### config.mk
export PLATFORM = sky130hd
export DESIGN_NAME = bgp_message_deframer_counter
export DESIGN_NICKNAME = d
export VERILOG_FILES = /design/src/bmdc_pkg.sv /design/src/bgp_message_deframer_counter.sv /design/src/bmdc_in_reg.sv /design/src/bmdc_parser.sv /design/src/bmdc_out_reg.sv
export SDC_FILE = /design/constraint.sdc
export NUM_CORES = 1
export LEC_CHECK = 0
export ABC_AREA = 1
export ABC_CLOCK_PERIOD_IN_PS = 10400
export BUFFER_PORTS_ARGS = -buffer_cell sky130_fd_sc_hd__buf_2
export CAP_MARGIN = 15
export CORE_UTILIZATION = 50
export DETAILED_ROUTE_END_ITERATION = 12
export HOLD_SLACK_MARGIN = 0.06
export PLACE_DENSITY = 0.74
export SLEW_MARGIN = 40
export SYNTH_ARGS = -nofsm -noshare
export SYNTH_HDL_FRONTEND = slang
export SYNTH_SLANG_ARGS = --single-unit
### constraint.sdc
create_clock -name clk -period 10.4 [get_ports clk]
set_input_delay 2.08 -clock clk [delete_from_list [all_inputs] [get_ports clk]]
set_output_delay 2.08 -clock clk [all_outputs]
set_load 0.02 [all_outputs]
### src/bmdc_pkg.sv
// ----------------------------------------------------------------------------
// bmdc_pkg
// Shared types and constants for the BGP message deframer and counter.
// ----------------------------------------------------------------------------
package bmdc_pkg;

	// Parser phase, in stream order; payload phases start at PH_BODY
	typedef enum logic [3:0] {
		PH_MARKER = 4'd0,
		PH_LEN_HI = 4'd1,
		PH_LEN_LO = 4'd2,
		PH_TYPE   = 4'd3,
		PH_BODY   = 4'd4,
		PH_WL_HI  = 4'd5,
		PH_WL_LO  = 4'd6,
		PH_WD     = 4'd7,
		PH_PA_HI  = 4'd8,
		PH_PA_LO  = 4'd9,
		PH_PA     = 4'd10,
		PH_NLRI   = 4'd11,
		PH_SKIP   = 4'd12
	} phase_t;

	// Status codes
	localparam logic [2:0] ST_OK           = 3'd0;
	localparam logic [2:0] ST_BAD_MARKER   = 3'd1;
	localparam logic [2:0] ST_SHORT_LEN    = 3'd2;
	localparam logic [2:0] ST_WD_OVERRUN   = 3'd3;
	localparam logic [2:0] ST_ATTR_OVERRUN = 3'd4;
	localparam logic [2:0] ST_PFX_LONG     = 3'd5;
	localparam logic [2:0] ST_PFX_OVERRUN  = 3'd6;
	localparam logic [2:0] ST_TRUNC        = 3'd7;

	// Message type codes
	localparam logic [7:0] TYPE_OPEN      = 8'd1;
	localparam logic [7:0] TYPE_UPDATE    = 8'd2;
	localparam logic [7:0] TYPE_NOTIFY    = 8'd3;
	localparam logic [7:0] TYPE_KEEPALIVE = 8'd4;

	// Framing constants
	localparam logic [7:0]  MARKER_BYTE = 8'hFF;
	localparam logic [15:0] MARKER_LAST = 16'd15;   // index of the 16th marker byte
	localparam logic [15:0] HDR_LEN     = 16'd19;
	localparam logic [7:0]  PREFIX_MAX  = 8'd32;
	localparam logic [15:0] EOR_LEN     = 16'd4;

	// Payload positions of the OPEN peer AS and NOTIFICATION code bytes
	localparam logic [15:0] POS_AS_HI   = 16'd2;
	localparam logic [15:0] POS_AS_LO   = 16'd3;
	localparam logic [15:0] POS_CODE    = 16'd1;
	localparam logic [15:0] POS_SUBCODE = 16'd2;

	localparam int IN_TDATA_W  = 8;
	localparam int OUT_TDATA_W = 112;

	// One result beat; msg_type sits in the lowest bits
	typedef struct packed {
		logic [2:0]  status;
		logic [7:0]  notify_subcode;
		logic [7:0]  notify_code;
		logic [15:0] peer_as;
		logic        is_eor;
		logic [15:0] path_attr_len;
		logic [15:0] nlri_pfx_cnt;
		logic [15:0] wd_pfx_cnt;
		logic [15:0] payload_len;
		logic [7:0]  msg_type;
	} bmdc_result_t;

	localparam int RESULT_W = $bits(bmdc_result_t);

	// Parser state
	typedef struct packed {
		phase_t      phase;
		logic [15:0] pos;       // marker bytes seen, then payload bytes seen
		logic [15:0] left;      // payload bytes still to come
		logic [7:0]  typ;
		logic [15:0] wleft;     // withdrawn bytes left, then attribute bytes left
		logic [15:0] attr;
		logic [2:0]  pskip;     // prefix address bytes still to skip
		logic [15:0] wtally;
		logic [15:0] ntally;
		logic [15:0] peer_as;
		logic [15:0] code;      // code high byte, subcode low byte
		logic [2:0]  ferr;
	} bmdc_state_t;

	localparam bmdc_state_t STATE_CLEAR = '{
		phase:   PH_MARKER,
		pos:     16'd0,
		left:    16'd0,
		typ:     8'd0,
		wleft:   16'd0,
		attr:    16'd0,
		pskip:   3'd0,
		wtally:  16'd0,
		ntally:  16'd0,
		peer_as: 16'd0,
		code:    16'd0,
		ferr:    ST_OK
	};

endpackage

### src/bgp_message_deframer_counter.sv
// ----------------------------------------------------------------------------
// bgp_message_deframer_counter
// BGP byte-stream deframer: marker check, header decode and per-message
// prefix, AS and notification summary.
// ----------------------------------------------------------------------------
// Takes one stream byte per beat and sustains one beat per clock while the
// sink takes results. Each beat passes an input register, then the framing
// state machine, whose result lands in an output register, so m_axis_tvalid
// rises once the beat that ends its message has passed through both (the
// last payload byte, a bad marker byte, a short length, or a stream-end beat
// inside a message). While a result waits in the output register and the
// sink holds tready low, the state machine holds every beat, with or without
// a result, so input stops once the input register is full and resumes the
// cycle the sink takes the result. tuser set on an input beat marks stream
// end and its byte is ignored.
module bgp_message_deframer_counter import bmdc_pkg::*; (
	input  logic                   clk,
	input  logic                   arst_n,
	input  logic                   s_axis_tvalid,
	output logic                   s_axis_tready,
	input  logic [IN_TDATA_W-1:0]  s_axis_tdata,   // [7:0] data_byte
	input  logic                   s_axis_tuser,   // [0] stream_end
	output logic                   m_axis_tvalid,
	input  logic                   m_axis_tready,
	// [7:0] msg_type, [23:8] payload_len, [39:24] wd_pfx_cnt,
	// [55:40] nlri_pfx_cnt, [71:56] path_attr_len, [72] is_eor,
	// [88:73] peer_as, [96:89] notify_code, [104:97] notify_subcode,
	// [107:105] status, [111:108] zero
	output logic [OUT_TDATA_W-1:0] m_axis_tdata
);

	logic         valid_s1;
	logic [7:0]   byte_s1;
	logic         end_s1;
	logic         free;
	logic         step;
	logic         res_valid;
	bmdc_result_t res;

	// Parser advances whenever a beat is held and the result slot can take output
	assign step = valid_s1 && free;

	bmdc_in_reg u_in_reg (
		.clk      (clk),
		.arst_n   (arst_n),
		.in_valid (s_axis_tvalid),
		.in_ready (s_axis_tready),
		.in_byte  (s_axis_tdata),
		.in_end   (s_axis_tuser),
		.take     (step),
		.valid_s1 (valid_s1),
		.byte_s1  (byte_s1),
		.end_s1   (end_s1)
	);

	bmdc_parser u_parser (
		.clk       (clk),
		.arst_n    (arst_n),
		.step      (step),
		.in_byte   (byte_s1),
		.in_end    (end_s1),
		.res_valid (res_valid),
		.res       (res)
	);

	bmdc_out_reg u_out_reg (
		.clk       (clk),
		.arst_n    (arst_n),
		.load      (res_valid),
		.res       (res),
		.free      (free),
		.out_valid (m_axis_tvalid),
		.out_ready (m_axis_tready),
		.out_data  (m_axis_tdata)
	);

endmodule

### src/bmdc_in_reg.sv
// ----------------------------------------------------------------------------
// bmdc_in_reg
// Input register stage: holds one received beat until the parser takes it.
// ----------------------------------------------------------------------------
module bmdc_in_reg import bmdc_pkg::*; (
	input  logic       clk,
	input  logic       arst_n,
	input  logic       in_valid,
	output logic       in_ready,
	input  logic [7:0] in_byte,
	input  logic       in_end,
	input  logic       take,        // parser consumes the held beat
	output logic       valid_s1,
	output logic [7:0] byte_s1,
	output logic       end_s1
);

	logic load;

	// Refill in the same cycle the held beat leaves
	assign in_ready = !valid_s1 || take;
	assign load     = in_valid && in_ready;

	always_ff @(posedge clk or negedge arst_n) begin
		if (!arst_n) begin
			valid_s1 <= 1'b0;
		end else if (load) begin
			valid_s1 <= 1'b1;
		end else if (take) begin
			valid_s1 <= 1'b0;
		end
	end

	always_ff @(posedge clk) begin
		if (load) begin
			byte_s1 <= in_byte;
			end_s1  <= in_end;
		end
	end

endmodule

### src/bmdc_parser.sv
// ----------------------------------------------------------------------------
// bmdc_parser
// Per-byte framing state machine; walks header and payload, counts prefixes
// and builds the result of each message.
// ----------------------------------------------------------------------------
module bmdc_parser import bmdc_pkg::*; (
	input  logic         clk,
	input  logic         arst_n,
	input  logic         step,        // one beat applied this cycle
	input  logic [7:0]   in_byte,
	input  logic         in_end,
	output logic         res_valid,
	output bmdc_result_t res
);

	typedef struct packed {
		logic [2:0]  skip;
		logic [15:0] tally;
		logic [2:0]  err;
	} pfx_t;

	bmdc_state_t cur;
	bmdc_state_t upd;
	bmdc_state_t nxt;
	logic        emit;
	logic        bare;
	logic        fin;
	logic        do_clear;
	logic [2:0]  st;
	logic [2:0]  err;
	logic [15:0] len_full;
	pfx_t        pfx;

	// One byte of a prefix section: length byte or skipped address byte
	function automatic pfx_t prefix_step(input logic [2:0] skip, input logic [7:0] b,
			input logic [15:0] room, input logic [15:0] tally);
		pfx_t       r;
		logic [2:0] need;
		r.skip  = skip;
		r.tally = tally;
		r.err   = ST_OK;
		need    = 3'(b[5:3] + {2'b00, |b[2:0]});
		if (skip != 3'd0) begin
			r.skip = skip - 3'd1;
		end else begin
			r.tally = tally + 16'd1;
			if (b > PREFIX_MAX) begin
				r.err = ST_PFX_LONG;
			end else if ({13'd0, need} > room) begin
				r.err = ST_PFX_OVERRUN;
			end else begin
				r.skip = need;
			end
		end
		return r;
	endfunction

	// Result fields from the gathered state
	function automatic bmdc_result_t fill(input bmdc_state_t s, input logic [2:0] code_st);
		bmdc_result_t r;
		logic         is_upd;
		logic [15:0]  plen;
		is_upd = (s.typ == TYPE_UPDATE);
		plen   = (s.phase >= PH_BODY) ? 16'(s.pos + s.left) : 16'd0;
		r.msg_type        = s.typ;
		r.payload_len     = plen;
		r.wd_pfx_cnt      = is_upd ? s.wtally : 16'd0;
		r.nlri_pfx_cnt    = is_upd ? s.ntally : 16'd0;
		r.path_attr_len   = is_upd ? s.attr : 16'd0;
		r.is_eor          = is_upd && (plen == EOR_LEN);
		r.peer_as         = (s.typ == TYPE_OPEN) ? s.peer_as : 16'd0;
		r.notify_code     = (s.typ == TYPE_NOTIFY) ? s.code[15:8] : 8'd0;
		r.notify_subcode  = (s.typ == TYPE_NOTIFY) ? s.code[7:0] : 8'd0;
		r.status          = code_st;
		return r;
	endfunction

	assign len_full = {cur.left[15:8], in_byte};

	// Next state
	always_comb begin
		upd      = cur;
		emit     = 1'b0;
		bare     = 1'b0;
		fin      = 1'b0;
		do_clear = 1'b0;
		st       = ST_OK;
		err      = ST_OK;
		pfx      = '0;
		if (in_end) begin
			// stream closed: report a partial message, if any
			do_clear = 1'b1;
			if (!(cur.phase == PH_MARKER && cur.pos == 16'd0)) begin
				emit = 1'b1;
				st   = (cur.ferr != ST_OK) ? cur.ferr : ST_TRUNC;
			end
		end else begin
			unique case (cur.phase)
				PH_MARKER: begin
					if (in_byte != MARKER_BYTE) begin
						do_clear = 1'b1;
						emit     = 1'b1;
						bare     = 1'b1;
						st       = ST_BAD_MARKER;
					end else if (cur.pos == MARKER_LAST) begin
						upd.pos   = 16'd0;
						upd.phase = PH_LEN_HI;
					end else begin
						upd.pos = cur.pos + 16'd1;
					end
				end
				PH_LEN_HI: begin
					upd.left  = {in_byte, 8'd0};
					upd.phase = PH_LEN_LO;
				end
				PH_LEN_LO: begin
					if (len_full < HDR_LEN) begin
						do_clear = 1'b1;
						emit     = 1'b1;
						bare     = 1'b1;
						st       = ST_SHORT_LEN;
					end else begin
						upd.left  = len_full - HDR_LEN;
						upd.phase = PH_TYPE;
					end
				end
				PH_TYPE: begin
					upd.typ   = in_byte;
					upd.pos   = 16'd0;
					upd.phase = (in_byte == TYPE_UPDATE) ? PH_WL_HI : PH_BODY;
					fin       = (cur.left == 16'd0);
				end
				default: begin
					if (cur.left == 16'd0) begin
						do_clear = 1'b1;
					end else begin
						upd.left = cur.left - 16'd1;
						upd.pos  = cur.pos + 16'd1;
						unique case (cur.phase)
							PH_BODY: begin
								if (cur.typ == TYPE_OPEN) begin
									if (upd.pos == POS_AS_HI) upd.peer_as[15:8] = in_byte;
									else if (upd.pos == POS_AS_LO) upd.peer_as[7:0] = in_byte;
								end else if (cur.typ == TYPE_NOTIFY) begin
									if (upd.pos == POS_CODE) upd.code[15:8] = in_byte;
									else if (upd.pos == POS_SUBCODE) upd.code[7:0] = in_byte;
								end
							end
							PH_WL_HI: begin
								upd.wleft = {in_byte, 8'd0};
								upd.phase = PH_WL_LO;
							end
							PH_WL_LO: begin
								upd.wleft = {cur.wleft[15:8], in_byte};
								if (upd.wleft > upd.left) err = ST_WD_OVERRUN;
								else upd.phase = (upd.wleft == 16'd0) ? PH_PA_HI : PH_WD;
							end
							PH_WD: begin
								upd.wleft  = cur.wleft - 16'd1;
								pfx        = prefix_step(cur.pskip, in_byte, upd.wleft, cur.wtally);
								upd.pskip  = pfx.skip;
								upd.wtally = pfx.tally;
								err        = pfx.err;
								if (pfx.err == ST_OK && upd.wleft == 16'd0) upd.phase = PH_PA_HI;
							end
							PH_PA_HI: begin
								upd.attr  = {in_byte, 8'd0};
								upd.phase = PH_PA_LO;
							end
							PH_PA_LO: begin
								upd.attr  = {cur.attr[15:8], in_byte};
								upd.wleft = upd.attr;
								if (upd.attr > upd.left) err = ST_ATTR_OVERRUN;
								else upd.phase = (upd.attr == 16'd0) ? PH_NLRI : PH_PA;
							end
							PH_PA: begin
								upd.wleft = cur.wleft - 16'd1;
								if (upd.wleft == 16'd0) upd.phase = PH_NLRI;
							end
							PH_NLRI: begin
								pfx        = prefix_step(cur.pskip, in_byte, upd.left, cur.ntally);
								upd.pskip  = pfx.skip;
								upd.ntally = pfx.tally;
								err        = pfx.err;
							end
							default: begin
							end
						endcase
						// first error wins; skip the rest of the message
						if (err != ST_OK) begin
							if (cur.ferr == ST_OK) upd.ferr = err;
							upd.phase = PH_SKIP;
						end
						fin = (upd.left == 16'd0);
					end
				end
			endcase
			// last payload byte: report and restart
			if (fin) begin
				emit     = 1'b1;
				do_clear = 1'b1;
				if (upd.ferr != ST_OK) st = upd.ferr;
				else if (upd.phase == PH_WL_HI || upd.phase == PH_WL_LO) st = ST_WD_OVERRUN;
				else if (upd.phase == PH_PA_HI || upd.phase == PH_PA_LO) st = ST_ATTR_OVERRUN;
				else st = ST_OK;
			end
		end
		nxt = do_clear ? STATE_CLEAR : upd;
	end

	// Result
	always_comb begin
		res_valid = step && emit;
		if (bare) begin
			res        = '0;
			res.status = st;
		end else begin
			res = fill(upd, st);
		end
	end

	always_ff @(posedge clk or negedge arst_n) begin
		if (!arst_n) begin
			cur <= STATE_CLEAR;
		end else if (step) begin
			cur <= nxt;
		end
	end

endmodule

### src/bmdc_out_reg.sv
// ----------------------------------------------------------------------------
// bmdc_out_reg
// Result register: holds one result beat until the sink takes it.
// ----------------------------------------------------------------------------
module bmdc_out_reg import bmdc_pkg::*; (
	input  logic                   clk,
	input  logic                   arst_n,
	input  logic                   load,
	input  bmdc_result_t           res,
	output logic                   free,      // room for a new result this cycle
	output logic                   out_valid,
	input  logic                   out_ready,
	output logic [OUT_TDATA_W-1:0] out_data
);

	bmdc_result_t res_q;

	assign free     = !out_valid || out_ready;
	assign out_data = {{(OUT_TDATA_W - RESULT_W){1'b0}}, res_q};

	always_ff @(posedge clk or negedge arst_n) begin
		if (!arst_n) begin
			out_valid <= 1'b0;
		end else if (load) begin
			out_valid <= 1'b1;
		end else if (out_ready) begin
			out_valid <= 1'b0;
		end
	end

	always_ff @(posedge clk) begin
		if (load) begin
			res_q <= res;
		end
	end

endmodule

After elaboration in Yosys (flattened, before gate mapping)

Cells that the tools add are included.

Add/subtract/negate cells: 9
Muxes and demuxes: 93
$lt $le $gt $ge: 7
Reduce and logical (&&, ||, !) cells: 44
Equal/unequal tests: 35
Bitwise operators: 3

Operators by type and width:

| kind                                                                    | count |
|---|---|
| 102-bit 2-to-1 mux                                                      | 3 |
| 146-bit 2-to-1 mux                                                      | 2 |
| 16-bit 2-to-1 mux                                                       | 8 |
| 19-bit 2-to-1 mux                                                       | 6 |
| 16-bit zero test                                                        | 6 |
| 16-bit one-hot mux with 3 select lines                                  | 2 |
| 3-bit 2-to-1 mux                                                        | 23 |
| 16-bit one-hot mux with 4 select lines                                  | 1 |
| 8-bit 2-to-1 mux                                                        | 7 |
| 16-bit by 1-bit adder with 16-bit output (second input constant)        | 3 |
| 36-bit 2-to-1 mux                                                       | 1 |
| 4-bit 2-to-1 mux                                                        | 9 |
| 16-bit by 2-bit equality test with 1-bit output (second input constant) | 2 |
| 8-bit by 2-bit equality test with 1-bit output (second input constant)  | 4 |
| 16-bit > comparator                                                     | 2 |
| 3-bit by 16-bit > comparator with 1-bit output                          | 2 |
| 32-bit 2-to-1 mux                                                       | 1 |
| 16-bit one-hot mux with 2 select lines                                  | 1 |
| 16-bit by 1-bit subtractor with 16-bit output (second input constant)   | 2 |
| 4-bit by 3-bit equality test with 1-bit output (second input constant)  | 6 |
| 4-bit equality test (second input constant)                             | 6 |
| 4-bit one-hot mux with 6 select lines                                   | 1 |
| 20-bit 2-to-1 mux                                                       | 1 |
| 1-bit 2-to-1 mux                                                        | 18 |
| other kinds (39)                                                        | 74 |

Flip-flop bits (word level): 265
Input bits: 13
Output and inout port bits: 114
Word-level logic and storage cells: 218

Longest topological paths before layout

Gate-level depths: netlist (run 1).

Depth in word-level cells: 26
Gate-level depth with buffers: 30
Depth with buffers taken out: 30

Cells and area by module

A second synthesis (run 1) with hierarchy kept.

Cell total of the unflattened synthesis: 1973
Area total of the unflattened synthesis: 16109.2 µm²

Modules (own cells, without submodules):

| module                       | seq. area each (µm²) | area each (µm²) | instances | cells each |
|---|---|---|---|---|
| bmdc_parser                  | 3653.5               | 12464.5         | 1         | 1838 |
| bmdc_out_reg                 | 3268.1               | 3321.9          | 1         | 118 |
| bmdc_in_reg                  | 295.3                | 315.3           | 1         | 15 |
| bgp_message_deframer_counter | 0.0                  | 7.5             | 1         | 2 |

Least setup slack after synthesis (run 1)

Ideal clock, no wire load.

Kind: input -> register
Start: in m_axis_tready
End: reg u_out_reg.res_q, in the netlist u_out_reg.out_data[0] (enable)
Slack: 4.938 ns
Data required time: 9.939 ns
Path buffers: 1
Setup time: 0.461 ns
Stages on the path: 7
Data arrival time: 5.001 ns
Path through: inv_1 nand2_1 nand2_1 inv_2 clkbuf_1 o211ai_1 inv_1

Longest elaborated chain between the ends: 3

RTL lines:

| item                 | line                               | source |
|---|---|---|
| from (decl)          | bgp_message_deframer_counter.sv:24 | `input logic m_axis_tready,` |
| 1-bit logical OR     | bmdc_out_reg.sv:18                 | `assign free = !out_valid \|\| out_ready;` |
| 1-bit logical AND    | bgp_message_deframer_counter.sv:41 | `assign step = valid_s1 && free;` |
| 1-bit logical AND    | bmdc_parser.sv:213                 | `res_valid = step && emit;` |
| via res_valid        | bgp_message_deframer_counter.sv:37 | `logic res_valid;` |
| to (signal assigned) | bmdc_out_reg.sv:33                 | `res_q <= res;` |
| to (decl)            | bmdc_out_reg.sv:16                 | `bmdc_result_t res_q;` |

The timed path passes the listed nets, and every way through them passes these cells.
A chain may end at the register's enable or synchronous reset.

Worst setup path after layout (run 1)

Start: reg u_parser.cur[110] in the netlist's numbering
End: reg u_out_reg.res_q, in the netlist u_out_reg.out_data[72], data pin

Longest elaborated chain between the ends: 19
Elaborated cells on any way between the ends: 31
Classes of those cells: add/sub (2); order compare (4); eq/ne (1); mux (21); reduce/logical (3)

RTL lines:

| item                                                         | line               | source |
|---|---|---|
| from (decl)                                                  | bmdc_parser.sv:22  | `bmdc_state_t cur;` |
| from (signal assigned)                                       | bmdc_parser.sv:226 | `cur <= nxt;` |
| 16-bit by 1-bit subtractor with 16-bit output                | bmdc_parser.sv:137 | `upd.left = cur.left - 16'd1;` |
| 3-bit by 16-bit > comparator with 1-bit output               | bmdc_parser.sv:49  | `end else if ({13'd0, need} > room) begin` |
| 3-bit 2-to-1 mux                                             | bmdc_parser.sv:49  |  |
| 3-bit 2-to-1 mux                                             | bmdc_parser.sv:47  | `if (b > PREFIX_MAX) begin` |
| 19-bit 2-to-1 mux                                            | bmdc_parser.sv:43  | `if (skip != 3'd0) begin` |
| 3-bit one-hot mux with 4 select lines                        | bmdc_parser.sv:139 | `unique case (cur.phase)` |
| 3-bit 2-to-1 mux                                             | bmdc_parser.sv:134 | `if (cur.left == 16'd0) begin` |
| 3-bit 2-to-1 mux                                             | bmdc_parser.sv:98  | `unique case (cur.phase)` |
| [3 not listed]                                               | n/a                |  |
| 36-bit 2-to-1 mux                                            | bmdc_parser.sv:134 |  |
| 4-bit one-hot mux with 4 select lines                        | bmdc_parser.sv:98  |  |
| 4-bit 2-to-1 mux                                             | bmdc_parser.sv:90  | `if (in_end) begin` |
| 146-bit 2-to-1 mux (*)                                       | bmdc_parser.sv:90  |  |
| 4-bit by 3-bit greater-or-equal comparator with 1-bit output | bmdc_parser.sv:64  | `plen = (s.phase >= PH_BODY) ? 16'(s.pos + s.left) : 16'd0;` |
| 16-bit 2-to-1 mux (*)                                        | bmdc_parser.sv:64  |  |
| 16-bit by 3-bit equality test with 1-bit output (*)          | bmdc_parser.sv:70  | `r.is_eor = is_upd && (plen == EOR_LEN);` |
| 1-bit logical AND (*)                                        | bmdc_parser.sv:70  |  |

Every way passes the cells marked *; elsewhere a longest branch is shown, timed or not. The select of a mux whose other input is x is not followed.

==> metrics.cfg, run 1 <==
[clock_network]
clock_sinks = 265
htreeDepth = 1
postCtsHoldBufs = 0
cts_setup_buffers = 0
cts_buffers = 30
clk_latency_ns = 0.57
cts_tree = done
path_clk_slew_ns = 0.07
clockBufferDepth = 3
cts_resized = 0
clockRootBuffer = clkbuf_16

[global_route]
grt_pass1_wl_um = 74300
grt_pass1_vias = 13800
gr-usage-met2_pct = 46.7
grt_use_met1_pct = 40.1
overflow = 0
grt_use_met3_pct = 2.93
grt_usage_pct = 28.4
antenna_found_initial = 0
grt_max_degree = 101
top_usage_layer = met2

[detailed_routing]
ant_nets = 0
via_count = 14600
dr.first_iter.drc_count = 1447
drc = 0
drtPass1Iterations = 5
wire_per_inst_um = 18.8
finalWirelength_um = 46900
avgViaCountPerCell = 5.82

[yosys]
synth_edf_count = 117
syn_area_per_cell_um2 = 8.17
synthCells = 1972
synthesis.area_um2 = 16100
yosys_warnings = 0
synthArstFlopShare_pct = 55.8
ys_seq_elements = 265
ys_types = 61
seq_area_frac_synth_pct = 44.8
synthFlopType = dfrtp_1

[layout]
drive_above_1_share_pct = 12.8
postLayoutCellArea_um2 = 18000
diodes = 0
nets = 2152
num-fill-cells = 2839
area_growth_pct = 12.1

[worst_setup_path]
r2r-end = u_out_reg.out_data[72]
cp-end-kind = flop
slowest_stage = nor4_4
cp_cell_sequence = inv_1, ha_1, nand2_1, nor4_4, nor2_4, inv_1, o21ai_0, o32ai_1, fa_1, nand3_1, nand2_1, a21oi_1, or2_2, nand2_1, a21oi_1, or2_2, nand2_1, inv_1, o21ai_0, nand2_1, nor2_1, nand3_1, nor2_1
crit_top_cell = nand2_1
r2r_cells = 23
required_ns = 10.83
r2r_start = u_parser.cur[110]
cp_slowest_stage_delay_ns = 0.67
critPathLaunch = u_parser.cur[110]
critPathKind = reg -> reg
critPathLaunchType = flop
rrSetupSlack_ns = 4.87
cp_max_fo = 18
cp.arrival_ns = 5.96

[timing]
min_period_ns = 5.53
rsz0062_at_grt = no
max_freq_mhz = 181
setup_tns_ns = 0
whs_ns = 0.485
setup_viol = 0
finalHoldViolCount = 0
skew_ns = 0.0259
maxSlewViolCount = 0
setup_slack_ns = 4.87
worst_pin_slew_ns = 0.870
timing.final.crit_share_pct = 53.2
relSlewSlack_pct = 42.0

[die]
core_area_um2 = 31600
start_util_pct = 50.9
ios = 127
die_area_um2 = 32900
die_h_um = 181
num_rows = 65
fp.dieW_um = 181

[worst_hold_path]
worstHoldStart = u_parser.cur[68]
hold_depth = 2
holdCritPathClass = reg -> reg
whs_endpoint = u_parser.cur[68]

[pwr]
power.density_nw_per_um2 = 133
ir_drop_mv = 0.120
power.total_mw = 2.39
leakage_nw = 8.16

[place]
place_congestion = 0.961
place_ws_ns = 5.02
place_hpwl_um = 32900
placed_area_um2 = 17100
io_buffers = 122

[run_status]
status = finished, final reports clean

[run]
drv_cap = 0

[Yosys cell counts, drive strengths merged (2+ instances only)]
master   instances  area [um^2]
a21oi           67          347
a221o            5         50.1
a221oi          23          201
a22oi            3         27.5
a31oi            2         12.5
and2             8         50.1
and3             2         12.5
buf             32          204
clkbuf          36          135
clkinv           2         8.75
dfrtp          148         3700
edfxtp         117         3510
ha              63          788
inv            281         1060
mux2i            8         80.1
nand2          375         1440
nand3           81          428
nand4           24          163
nor2           242          986
nor3            26          155
nor3b            3         22.5
nor4            16          143
o2111ai          3         26.3
o211ai           6         45.0
o21ai          211         1090
o221ai           9         78.8
o22ai           88          551
o31ai            6         50.1
o32ai            5         43.8
or2              7         43.8
xnor2            4         35.0
xor2            62          551
[stage by stage]
step / std cells / utilization [%]
3_3_place_gp: 2445 / 53.8
4_1_cts: 2501 / 57.0
3_5_place_dp: 2445 / 53.9
5_1_grt: 2501 / 57.0
6_report: 2501 / 57.0
2_1_floorplan: 1975 / -
[registers in the layout, summed over array words and instances, names as in the netlist]
register and flops:
u_in_reg.valid_s1 1, u_in_reg.end_s1 1, u_out_reg.out_valid 1, u_out_reg.out_data 108, u_parser.cur 146, u_in_reg.byte_s1 8
[layer usage]
layer | vias up | part of all wire (%)
met2 | 703 | 46
met3 | 69 | 8.3
met5 | - | 0
met4 | 0 | 2.1
li1 | 6862 | -
met1 | 6917 | 43
[area by class of cell]
type	instances	area (um^2)	share of cell area (%)
clock inverter	14	135	0.749
tap	402	503	2.79
timing repair buffer	136	741	4.10
clock buffer	42	857	4.75
sequential	265	7220	40.0
multi-input combinational	1359	7530	41.7
inverter	283	1070	5.92
[critical path, delay by kind of cell (launching register included)]
family,cells,cell delay (ns)
AOI/OAI and AO/OA,5,1.07
adders and majority gates,2,0.55
buffers and inverters,3,0.94
DFF,1,0.45
and+or+nand+nor,13,2.36
[layout by cell type, fill, tap and decap left out, drive strengths merged, types with 2 or more instances in the layout]
cell,n
a21oi,67
a221o,5
a221oi,23
a22oi,3
a31oi,2
and2,8
and3,2
buf,136
bufinv,2
clkbuf,42
clkinv,10
clkinvlp,3
conb,4
dfrtp,148
edfxtp,117
ha,63
inv,282
mux2i,8
nand2,375
nand3,81
nand4,24
nor2,242
nor3,26
nor3b,3
nor4,16
o2111ai,3
o211ai,6
o21ai,211
o221ai,9
o22ai,88
o31ai,6
o32ai,5
or2,7
xnor2,4
xor2,62
[power by group]
part,internal [mW],switching (mW)
clock,0.624,0.439
sequential,1.13,0.0143
combinational,0.0374,0.151
total,1.79,0.604
[cell families (layout without fill, tap and decap cells)]
family	after synthesis	in the layout	synth area share [%]
AO/OA/AOI/OAI	432	432	15.9
XOR/XNOR	66	66	3.64
adder cells (fa/ha/maj)	64	64	5.02
buffers and inverters	351	475	8.72
flip-flops	265	265	44.8
multiplexers	8	8	0.497
other	1	4	0.0233
AND/OR/NAND/NOR	785	785	21.4
[how the worst max path moves through the flow]
stage	slack, ns	depth (start not counted)	endpoint
after global placement	4.69	10	u_out_reg.out_data[60]
after floorplan	4.94	7	u_out_reg.out_data[0]
final	4.87	23	u_out_reg.out_data[72]
after detailed placement	5.02	23	u_out_reg.out_data[72]
after global routing	4.51	23	u_out_reg.out_data[72]
after CTS	4.98	23	u_out_reg.out_data[72]
No activity file was read; power rests on OpenSTA's default activity.
==> run 2: changes to the inputs <==
--- a/config.mk
+++ b/config.mk
@@ -5,8 +5,8 @@
 export SDC_FILE = /design/constraint.sdc
 export NUM_CORES = 1
 export LEC_CHECK = 0
-export ABC_AREA = 1
-export ABC_CLOCK_PERIOD_IN_PS = 10400
+export ABC_AREA = 0
+export ABC_CLOCK_PERIOD_IN_PS = 5100
 export BUFFER_PORTS_ARGS = -buffer_cell sky130_fd_sc_hd__buf_2
 export CAP_MARGIN = 15
 export CORE_UTILIZATION = 50
==> constraint.sdc (replaced) <==
create_clock -name clk -period 5.1 [get_ports clk]
set_input_delay 1.02 -clock clk [delete_from_list [all_inputs] [get_ports clk]]
set_output_delay 1.02 -clock clk [all_outputs]
set_load 0.02 [all_outputs]
==> run 2 against run 1 <==
Combinational power grew 150%. Maximum frequency grew 8.7%. Cell count shrank 6.7%. Die area shrank 0.62%. Largest cell class unchanged. Register-to-register slack lost 4.9 ns. Utilization grew 2.5 points. Critical endpoint unchanged. Synthesized area shrank 0.63%. Flip-flop and latch count is the same. Sequential power grew 100%. Worst setup slack lost 4.9 ns. Critical path depth shrank 2.
==> metrics.cfg, run 2 <==
[worst_setup_path]
crit_family = compound AO/OA/AOI/OAI gates
required_ns = 5.40
cp_max_fo = 4
cp_slowest_stage_delay_ns = 0.49
cp.arrival_ns = 5.39
slowest_stage = or4_4
critPathBufInv = 0
cp_cell_sequence = ha_2, o31a_1, nor4_4, nand2_2, nand2_2, o21ai_2, a221oi_2, nor3_1, o21ai_1, o31ai_2, ha_1, a21oi_2, nor2b_2, or4_4, a41o_1, o41ai_4, nor2_2, a211oi_4, o21ai_2, xnor2_2, and4_1
critPathKind = reg -> reg
critPathLaunchType = flop
cp-end-kind = flop

[timing]
maxSlewViolCount = 0
setup_viol = 0
worst_pin_slew_ns = 0.910
relSlewSlack_pct = 38.8
skew_ns = 0.0327
whs_ns = 0.467
timing.final.crit_share_pct = 99.8
finalHoldViolCount = 0
rsz0062_at_grt = yes
setup_tns_ns = 0
max_freq_mhz = 197
setup_slack_ns = 0.0125
min_period_ns = 5.09

[yosys]
seq_area_frac_synth_pct = 45.1
synth_area_leaders = dfrtp_1, edfxtp_1, nand2_1
yosys_warnings = 0
synthFlopType = dfrtp_1
ys_types = 83
synth_edf_count = 117
syn_area_per_cell_um2 = 9.11
synth_top_area_share_pct = 23.1
yosysMostFrequentCell = nand2_1
yosysTopAreaCell = dfrtp_1
synthArstFlopShare_pct = 55.8
synthCells = 1757
synthesis.area_um2 = 16000
synth_common_cells = nand2_1, nor2_1, o21ai_0, dfrtp_1, edfxtp_1
ys_seq_elements = 265

[layout]
diodes = 0
instances_no_fill = 2334
drive_above_1_share_pct = 17.8
nets = 1985
final_cell_mix = nand2_1, nor2_1, o21ai_0
regMostFlops = u_parser.cur
postLayoutCoreUtil_pct = 59.5
largest_register_ff_count = 146
postLayoutCellArea_um2 = 18800
area_growth_pct = 17.4
final_common_cell = nand2_1

[die]
die_area_um2 = 32700
start_util_pct = 50.7
die_h_um = 181
core_area_um2 = 31600
fp.dieW_um = 181
num_rows = 65
ios = 127

[global_route]
grt_max_degree = 78
overflow = 0
grt_pass1_wl_um = 76100
grt_pass1_vias = 13700
grt_usage_pct = 29.1
antenna_found_initial = 0

[clock_network]
cts_buffers = 30
clock_sinks = 265
htreeDepth = 1
postCtsHoldBufs = 0
cts_tree = done
clk_latency_ns = 0.58
clockBufferDepth = 3
path_clk_slew_ns = 0.06
clockRootBuffer = clkbuf_16

[place]
place_hpwl_um = 33400
place_inst = 2270
place_congestion = 0.946
placed_area_um2 = 17500
place_ws_ns = -0.217
io_buffers = 122

[detailed_routing]
avgViaCountPerCell = 6.25
drc = 0
drtPass1Iterations = 6
ant_nets = 0
dr.first_iter.drc_count = 1854
wire_per_inst_um = 20.5
finalWirelength_um = 47900
via_count = 14600

[run_status]
status = finished, final reports clean

[pwr]
ir_drop_mv = 0.268
power.total_mw = 5.04
power.density_nw_per_um2 = 268
leakage_nw = 7.79

[worst_hold_path]
holdCritPathClass = in -> async

[run]
drv_cap = 0

## run 2: area by class of cell
cell class                 count  area [um^2]
clock inverter                20          229
sequential                   265         7220
tap                          402          503
inverter                      26         97.6
fill                        2661        12800
clock buffer                  36          818
multi-input combinational   1356         8450
timing repair buffer         229         1470
## run 2: routing by layer
| metal | track usage [%] | wire, um | part of all wire, % |
|---|---|---|---|
| met5 | 0 | 0 | 0 |
| met4 | 9.47 | 1480 | 3.1 |
| met3 | 4.03 | 3780 | 7.9 |
| met2 | 46.0 | 22000 | 46 |
| met1 | 41.2 | 20700 | 43 |
## run 2: logic make-up after synthesis
family          share of synthesized area [%]
simple gates                             20.2
flops                                    45.1
buf+inv                                  3.53
other cells                            0.0234
mux                                      2.92
xor+xnor                                 4.10
compound gates                           19.1
fa+ha+maj                                5.05
## run 2: path summary, 6_finish.rpt
check / startpoint / to / slack [ns] / cells after the start
worst min-delay path: arst_n / u_parser.cur[91] / 0.47 / 1
worst min register to register: u_parser.cur[9] / u_parser.cur[9] / 0.48 / 2
min in group clk: u_parser.cur[9] / u_parser.cur[9] / 0.48 / 2
worst max register to register: u_in_reg.byte_s1[1] / u_out_reg.out_data[72] / 0.01 / 21
worst max-delay path: u_in_reg.byte_s1[1] / u_out_reg.out_data[72] / 0.01 / 21
max in group asynchronous: arst_n / u_parser.cur[66] / 3.53 / 2
## run 2: power breakdown
group          internal, mW  switching (mW)  total [mW]
Clock                  1.35           0.916        2.27
Sequential             2.29          0.0183        2.31
Combinational         0.124           0.338       0.462
## run 2: worst reg2reg max path, stage by stage (launching register included)
cell and delay (ns):
edfxtp_1 0.40, ha_2 0.21, o31a_1 0.32, nor4_4 0.34, nand2_2 0.15, nand2_2 0.11
o21ai_2 0.05, a221oi_2 0.29, nor3_1 0.07, o21ai_1 0.17, o31ai_2 0.10, ha_1 0.34
a21oi_2 0.19, nor2b_2 0.07, or4_4 0.49, a41o_1 0.30, o41ai_4 0.37, nor2_2 0.10
a211oi_4 0.28, o21ai_2 0.12, xnor2_2 0.15, and4_1 0.22
## run 2: repair_timing
| item | CTS | global route |
|---|---|---|
| pin swaps | 0 | 20 |
| gates resized for setup | 4 | 35 |
| endpoints found under the setup margin | 3 | 20 |
| buffers inserted | 0 | 9 |
